## src/rtl/lpbw_pkg.sv

```systemverilog
// Shared types, codes and lane helpers for the LCD parallel-bus word packer.
// Used by every module of the block; depends on nothing else.
package lpbw_pkg;

  localparam int LaneBytes = 8;   // longest byte stream: four command and four data bytes
  localparam int Words     = 4;   // port words per item at most

  // Request codes
  localparam logic [2:0] CMD_WR_CMD  = 3'd0;
  localparam logic [2:0] CMD_WR_DATA = 3'd1;
  localparam logic [2:0] CMD_WR_BOTH = 3'd2;
  localparam logic [2:0] CMD_SET_CS  = 3'd3;
  localparam logic [2:0] CMD_IMG     = 3'd4;
  localparam logic [2:0] CMD_REG     = 3'd5;

  // Result status codes
  localparam logic [1:0] ST_OK      = 2'd0;
  localparam logic [1:0] ST_NOT_EN  = 2'd1;
  localparam logic [1:0] ST_CS_LOW  = 2'd2;
  localparam logic [1:0] ST_BAD_WID = 2'd3;

  // Configuration register indexes
  localparam logic CFG_IF_ENABLE = 1'b0;
  localparam logic CFG_FORCED_CS = 1'b1;

  typedef struct packed {
    logic [2:0]  command;
    logic [31:0] cmd_value;
    logic [5:0]  cmd_width;
    logic [31:0] data_value;
    logic [5:0]  data_width;
    logic        cs_enable;
  } req_t;

  typedef struct packed {
    logic [31:0] port_word;
    logic        word_present;
    logic [1:0]  status;
    logic        chip_select;
    logic        image_path;
    logic        last;
  } rsp_t;

  // Everything one request produces, held while its results go out
  typedef struct packed {
    logic [Words-1:0][31:0] words;
    logic [2:0]             word_count;
    logic [1:0]             tail_status;  // status of the trailing result without a word
    logic                   cs_next;
    logic                   path_next;
    logic [1:0]             last_idx;
  } burst_t;

  function automatic logic width_ok(input logic [5:0] w);
    return (w == 6'd8) || (w == 6'd16) || (w == 6'd24) || (w == 6'd32);
  endfunction

  // One lane: byte at 0-7, valid at 8, data/command flag at 15
  function automatic logic [15:0] lane_bits(input logic [7:0] b, input logic dc);
    return {dc, 6'b0, 1'b1, b};
  endfunction

endpackage

```

## src/rtl/lcd_parallel_bus_word_packer_core.sv

```systemverilog
// Top level of the LCD parallel-bus word packer: request register, config, state.
// Depends on lpbw_pkg, lpbw_pack and lpbw_emit.
//
//   channel   | handshake          | payload
//   ----------+--------------------+----------------------------------
//   request   | req_valid/req_stall| req  (lpbw_pkg::req_t)
//   result    | rsp_valid/rsp_stall| rsp  (lpbw_pkg::rsp_t)
//   config    | cfg_we             | cfg_index, cfg_wdata
//
// A request is held in the request register, is packed on the way into the result
// register, and then shows one result per cycle unless the result port stalls: 1 to 4
// results per request. Requests that give one result go through one a cycle when no stall.
// Reset clears the config registers, chip select level and image path select.
// A stalled result holds; the request register keeps accepting while the result
// register drains its last result.
module lcd_parallel_bus_word_packer_core (
  input  logic           clk,
  input  logic           rst,
  input  logic           req_valid,
  output logic           req_stall,
  input  lpbw_pkg::req_t req,
  output logic           rsp_valid,
  input  logic           rsp_stall,
  output lpbw_pkg::rsp_t rsp,
  input  logic           cfg_we,
  input  logic           cfg_index,
  input  logic           cfg_wdata
);

  logic             if_enable;
  logic             forced_cs;
  logic             cs_level;
  logic             path_is_image;
  logic             hold_valid;
  lpbw_pkg::req_t   hold;
  lpbw_pkg::burst_t burst;
  logic             free;
  logic             load;

  always_ff @(posedge clk) begin
    if (rst) begin
      if_enable <= 1'b0;
      forced_cs <= 1'b0;
    end else if (cfg_we) begin
      unique case (cfg_index)
        lpbw_pkg::CFG_IF_ENABLE: if_enable <= cfg_wdata;
        lpbw_pkg::CFG_FORCED_CS: forced_cs <= cfg_wdata;
        default: begin
        end
      endcase
    end
  end

  assign load      = hold_valid && free;
  assign req_stall = hold_valid && !free;

  always_ff @(posedge clk) begin
    if (rst) begin
      hold_valid <= 1'b0;
    end else if (req_valid && !req_stall) begin
      hold_valid <= 1'b1;
    end else if (load) begin
      hold_valid <= 1'b0;
    end
  end

  always_ff @(posedge clk) begin
    if (req_valid && !req_stall) begin
      hold <= req;
    end
  end

  // state advances as the item enters the result register
  always_ff @(posedge clk) begin
    if (rst) begin
      cs_level      <= 1'b0;
      path_is_image <= 1'b0;
    end else if (load) begin
      cs_level      <= burst.cs_next;
      path_is_image <= burst.path_next;
    end
  end

  lpbw_pack u_pack (
    .req           (hold),
    .if_enable     (if_enable),
    .forced_cs     (forced_cs),
    .cs_level      (cs_level),
    .path_is_image (path_is_image),
    .burst         (burst)
  );

  lpbw_emit u_emit (
    .clk       (clk),
    .rst       (rst),
    .load      (load),
    .burst_in  (burst),
    .free      (free),
    .rsp_valid (rsp_valid),
    .rsp_stall (rsp_stall),
    .rsp       (rsp)
  );

endmodule

```

## src/rtl/lpbw_pack.sv

```systemverilog
// Request checker and byte-stream packer: one request in, all its port words out.
// Pure logic; depends on lpbw_pkg.
module lpbw_pack (
  input  lpbw_pkg::req_t   req,
  input  logic             if_enable,
  input  logic             forced_cs,
  input  logic             cs_level,
  input  logic             path_is_image,
  output lpbw_pkg::burst_t burst
);

  logic [2:0]  n_cmd;
  logic [2:0]  n_data;
  logic        flush;
  logic        err;
  logic [1:0]  err_status;
  logic        cs_next;
  logic        path_next;
  logic [3:0]  len;
  logic [2:0]  pairs;
  logic [2:0]  word_count;
  logic        tail;
  logic [2:0]  total;
  logic [7:0]  sbyte [lpbw_pkg::LaneBytes];
  logic        sdc   [lpbw_pkg::LaneBytes];
  logic [1:0]  dpos  [lpbw_pkg::LaneBytes];
  logic [lpbw_pkg::Words-1:0][31:0] words;

  always_comb begin
    n_cmd      = 3'd0;
    n_data     = 3'd0;
    flush      = 1'b1;
    err        = 1'b0;
    err_status = lpbw_pkg::ST_OK;
    cs_next    = cs_level;
    path_next  = path_is_image;
    case (req.command) inside
      lpbw_pkg::CMD_WR_CMD, lpbw_pkg::CMD_WR_DATA, lpbw_pkg::CMD_WR_BOTH: begin
        if (!if_enable) begin
          err        = 1'b1;
          err_status = lpbw_pkg::ST_NOT_EN;
        end else if (forced_cs && !cs_level) begin
          err        = 1'b1;
          err_status = lpbw_pkg::ST_CS_LOW;
        end else begin
          path_next = 1'b0;
          if (req.command == lpbw_pkg::CMD_WR_DATA) begin
            if (!lpbw_pkg::width_ok(req.data_width)) begin
              err        = 1'b1;
              err_status = lpbw_pkg::ST_BAD_WID;
            end else begin
              n_data = req.data_width[5:3];
            end
          end else if (!lpbw_pkg::width_ok(req.cmd_width)) begin
            err        = 1'b1;
            err_status = lpbw_pkg::ST_BAD_WID;
          end else begin
            n_cmd = req.cmd_width[5:3];
            if (req.command == lpbw_pkg::CMD_WR_BOTH) begin
              if (lpbw_pkg::width_ok(req.data_width)) begin
                n_data = req.data_width[5:3];
              end else begin
                // send whole command pairs, drop an odd command byte
                flush      = 1'b0;
                err        = 1'b1;
                err_status = lpbw_pkg::ST_BAD_WID;
              end
            end
          end
        end
      end
      lpbw_pkg::CMD_SET_CS: begin
        if (!if_enable || !forced_cs) begin
          err        = 1'b1;
          err_status = lpbw_pkg::ST_NOT_EN;
        end else begin
          cs_next = req.cs_enable;
        end
      end
      lpbw_pkg::CMD_IMG, lpbw_pkg::CMD_REG: begin
        if (!if_enable) begin
          err        = 1'b1;
          err_status = lpbw_pkg::ST_NOT_EN;
        end else begin
          path_next = (req.command == lpbw_pkg::CMD_IMG);
        end
      end
      default: begin
      end
    endcase
  end

  // Command bytes first, then data bytes, least significant first
  always_comb begin
    for (int p = 0; p < lpbw_pkg::LaneBytes; p++) begin
      dpos[p] = 2'(3'(p) - n_cmd);
      if (3'(p) < n_cmd) begin
        sbyte[p] = req.cmd_value[8*(p & 3) +: 8];
        sdc[p]   = 1'b0;
      end else begin
        sbyte[p] = req.data_value[8*dpos[p] +: 8];
        sdc[p]   = 1'b1;
      end
    end
  end

  assign len        = {1'b0, n_cmd} + {1'b0, n_data};
  assign pairs      = len[3:1];
  assign word_count = pairs + {2'b0, flush & len[0]};

  always_comb begin
    for (int i = 0; i < lpbw_pkg::Words; i++) begin
      if (3'(i) < pairs) begin
        words[i] = {lpbw_pkg::lane_bits(sbyte[2*i+1], sdc[2*i+1]),
                    lpbw_pkg::lane_bits(sbyte[2*i], sdc[2*i])};
      end else if ((3'(i) == pairs) && flush && len[0]) begin
        words[i] = {16'h0, lpbw_pkg::lane_bits(sbyte[2*i], sdc[2*i])};
      end else begin
        words[i] = 32'h0;
      end
    end
  end

  assign tail  = err || (word_count == 3'd0);
  assign total = word_count + {2'b0, tail};

  assign burst.words       = words;
  assign burst.word_count  = word_count;
  assign burst.tail_status = err_status;
  assign burst.cs_next     = cs_next;
  assign burst.path_next   = path_next;
  assign burst.last_idx    = 2'(total - 3'd1);

endmodule

```

## src/rtl/lpbw_emit.sv

```systemverilog
// Result register: holds one request's words and steps out one result per take.
// Depends on lpbw_pkg.
module lpbw_emit (
  input  logic             clk,
  input  logic             rst,
  input  logic             load,
  input  lpbw_pkg::burst_t burst_in,
  output logic             free,
  output logic             rsp_valid,
  input  logic             rsp_stall,
  output lpbw_pkg::rsp_t   rsp
);

  logic             busy;
  logic [1:0]       idx;
  lpbw_pkg::burst_t bank;
  logic             take;
  logic             is_word;
  logic             is_last;

  assign is_word = ({1'b0, idx} < bank.word_count);
  assign is_last = (idx == bank.last_idx);
  assign take    = busy && !rsp_stall;
  assign free    = !busy || (take && is_last);

  always_ff @(posedge clk) begin
    if (rst) begin
      busy <= 1'b0;
      idx  <= 2'd0;
    end else if (load) begin
      busy <= 1'b1;
      idx  <= 2'd0;
    end else if (take) begin
      if (is_last) begin
        busy <= 1'b0;
      end
      idx <= idx + 2'd1;
    end
  end

  always_ff @(posedge clk) begin
    if (load) begin
      bank <= burst_in;
    end
  end

  assign rsp_valid        = busy;
  assign rsp.port_word    = is_word ? bank.words[idx] : 32'h0;
  assign rsp.word_present = is_word;
  assign rsp.status       = is_word ? lpbw_pkg::ST_OK : bank.tail_status;
  assign rsp.chip_select  = bank.cs_next;
  assign rsp.image_path   = bank.path_next;
  assign rsp.last         = is_last;

endmodule

```

## config.mk

```make
export PLATFORM = sky130hd
export DESIGN_NAME = lcd_parallel_bus_word_packer_core
export DESIGN_NICKNAME = d
export VERILOG_FILES = /design/src/rtl/lpbw_pkg.sv /design/src/rtl/lcd_parallel_bus_word_packer_core.sv /design/src/rtl/lpbw_pack.sv /design/src/rtl/lpbw_emit.sv
export SDC_FILE = /design/constraint.sdc
export NUM_CORES = 1
export LEC_CHECK = 0
export BUFFER_PORTS_ARGS = -buffer_cell sky130_fd_sc_hd__buf_2
export CAP_MARGIN = 25
export CELL_PAD_IN_SITES_DETAIL_PLACEMENT = 1
export CELL_PAD_IN_SITES_GLOBAL_PLACEMENT = 2
export CORE_UTILIZATION = 30
export DETAILED_ROUTE_END_ITERATION = 12
export GPL_TIMING_DRIVEN = 0
export PLACE_DENSITY = 0.64
export SYNTH_ARGS = -nofsm -noshare
export SYNTH_HDL_FRONTEND = slang
export SYNTH_SLANG_ARGS = --single-unit
```

## constraint.sdc

```tcl
create_clock -name clk -period 7.25 [get_ports clk]
set_clock_uncertainty 0.05 [all_clocks]
set_input_delay 2.175 -clock clk [delete_from_list [all_inputs] [get_ports clk]]
set_output_delay 2.175 -clock clk [all_outputs]
set_load 0.02 [all_outputs]
```

==> results.yml <==
outcome:
  status: "complete, no violations"
routing:
  routed-wl-met2_um: 12200
  drt-total-wl_um: 23800
  dr_wl_met3_um: 809
  detailroute.via_count: 5852
  drc: 0
  dr.pass1.iters: 4
  routed_wire_length_per_instance_um: 19.8
  drt.antenna.violating_nets: 0
  wl_met1_um: 10300
  avgViaCountPerCell: 4.87
  drt_iter0_markers: 315
  top_layer_used: "met4"
final_layout:
  area_growth_pct: 20.4
  antenna_cells: 0
  drive_above_1_share_pct: 28.3
  fin_nets: 903
  instances_no_fill: 1201
timing:
  slew_headroom_pct: 40.2
  final.min_clock_period_ps: 5240
  rsz0062_at_grt: "no"
  period_share_pct: 72.3
  tightest_slew_ps: 897
  drv_slew: 0
  finalHoldViolCount: 0
  fmax_mhz: 191
  tns_ps: 0
  hold_slack_ps: 465
  setup_slack_ps: 2010
  setup_viol: 0
critical_path:
  cp_common_cell: "buf_2"
  critPathRequiredTime_ps: 5030
  crit_path_start_kind: "input port"
  worst-path-buf-inv: 2
  r2r_start: "hold[77]"
  path_cells: "buf_2 > o31ai_1 > nor2_1 > buf_2"
  crit_slowest_cell: "o31ai_1"
  max_stage_delay_ps: 370
  worst-endpoint-arrival_ps: 3020
  path_class: "in -> out"
  worstPathMaxFanout: 3
  end_kind: "output pin"
  path_delay_family: "compound AO/OA/AOI/OAI gates"
  cp-startpoint: "rsp_stall"
clock_network:
  clkLatencyLatePin_ps: 430
  clkTransAtPathRegs_ps: 70
  cts_resized: 0
  h-tree-depth: 4
  hold_buffers: 0
  root_buffer: "clkbuf_16"
  clockBufferDepth: 2
  tritoncts: "built"
  postCtsSetupBuffers: 0
  cts_made_buffers: 17
  cts.sinks: 177
synth:
  ys_ff_latch: 177
  yosys-top-cells-count: "169 x edfxtp_1, 55 x nor2_1, 43 x mux2i_1, 35 x nor2b_1"
  ys_seq_area_share_pct: 60.2
  synthCells: 662
  synth_cell_types: 54
  synthArstFlopShare_pct: 0
  synth_area_leaders: "edfxtp_1 58%, mux4_2 7.2%, mux2i_1 4.9%"
  synth_area_leader_cell: "edfxtp_1"
  syn_area_um2: 8700
  syn_area_per_cell_um2: 13.1
  synth_edf_count: 169
  synth_top_area_share_pct: 58.3
  synth.most_common_cell: "edfxtp_1"
  synth_ff_type: "edfxtp_1"
  yosys_warnings: 0
flow_run:
  drv_cap: 0
die:
  fp-row-count: 61
  die_w_um: 172
  core-area_um2: 28200
  io-pin-count: 127
  die_h_um: 172
  start_util_pct: 30.9
  dieArea_um2: 29700
global_route:
  track_usage_pct: 16.7
  grt_pass1_wl_um: 36200
  antenna_found_initial: 0
  grt_max_degree: 50
  first_global_vias: 6302
  grt_overflow: 0
pwr:
  power_density_nw_per_um2: 220
  ir_drop_v: 0.000139
  power.total_w: 0.00230
  p_leak_nw: 4.24
min_path:
  hp-start: "hold_valid"
  hold_path_class: "reg -> reg"
placement:
  numPortBuffers: 113
  dpl.hpwl_um: 18100
  place_inst: 1168
  post-place-ws_ps: 1990
  place.gp.congestion: 0.864
==> tightest hold or removal path, stage by stage, from the launching register on <==
cell and delay [ps]:
dfxtp_1 310, inv_1 70, a21oi_1 80
==> state kept, by name, indices dropped and copies added, names as in the netlist, 2 cells and up <==
signal / flops
u_emit.idx: 2
u_emit.bank: 87
u_emit.rsp: 2
hold: 80
==> power breakdown <==
group          internal, W  switching [W]  total [W]
sequential         0.00117      0.0000314    0.00120
clock             0.000462       0.000456   0.000918
combinational    0.0000787       0.000106   0.000185
total              0.00171       0.000593    0.00230
==> cell type report <==
type,count,area [µm²]
sequential,177,5240
multi-input combinational,414,3110
buffer,54,298
timing repair buffer,118,656
tap,378,473
inverter,28,105
fill,3026,17700
clock buffer,17,425
clock inverter,15,166
==> cells in the final DEF (no fill, tap or decap), types with 3 or more instances in the layout <==
master	Yosys	routed
nand3_1	27	27
and2_1	14	14
buf_2	6	119
clkbuf_1	21	20
o21ai_0	26	26
mux2_2	8	8
a22oi_1	8	8
edfxtp_1	169	169
a211oi_1	9	9
conb_1	1	12
nor3_1	9	9
a31o_2	8	8
xnor2_1	5	5
and3_1	21	21
ha_1	6	6
mux2i_1	43	43
nor2_1	55	55
inv_1	26	26
or3_1	3	3
a21o_1	10	10
clkinv_8	0	5
dfxtp_1	8	8
a31oi_1	4	4
mux4_2	28	28
clkbuf_16	0	17
a21oi_1	11	11
inv_6	0	4
nand2b_1	6	6
xor2_1	7	7
nor2b_1	35	34
o22ai_1	8	8
nand2_1	28	28
buf_4	18	19
buf_1	6	6
==> stage by stage <==
stage                     instance area [µm²]  util (%)
after floorplan                          8740         -
after global placement                   9780      34.7
after detailed placement                 9860      35.0
after CTS                               10500      37.1
after global routing                    10500      37.2
final                                   10500      37.2
==> kinds of logic after synthesis <==
logic type,count (synthesis),synth area share (%)
adder cells (fa/ha/maj),6,0.863
AO/OA/AOI/OAI,97,7.39
AND/OR/NAND/NOR,208,12.5
other,1,0.0431
multiplexers,79,13.2
buffers and inverters,82,4.59
XOR/XNOR,12,1.21
flip-flops,177,60.2
==> per-layer routing <==
metal	up-vias	global-route usage [%]
met5	-	0
li1	2747	-
met4	0	5.66
met1	2933	20.7
met2	142	29.4
met3	30	2.75
==> path summary, 6_finish.rpt <==
| check | to | slack, ps | depth (start not counted) |
|---|---|---|---|
| max | req_stall | 2010 | 4 |
| min reg2reg | u_emit.rsp_valid | 470 | 2 |
| min | u_emit.rsp_valid | 470 | 2 |
| max reg2reg | u_emit.bank[1] | 2370 | 15 |
(Power assumes the default switching activity.)
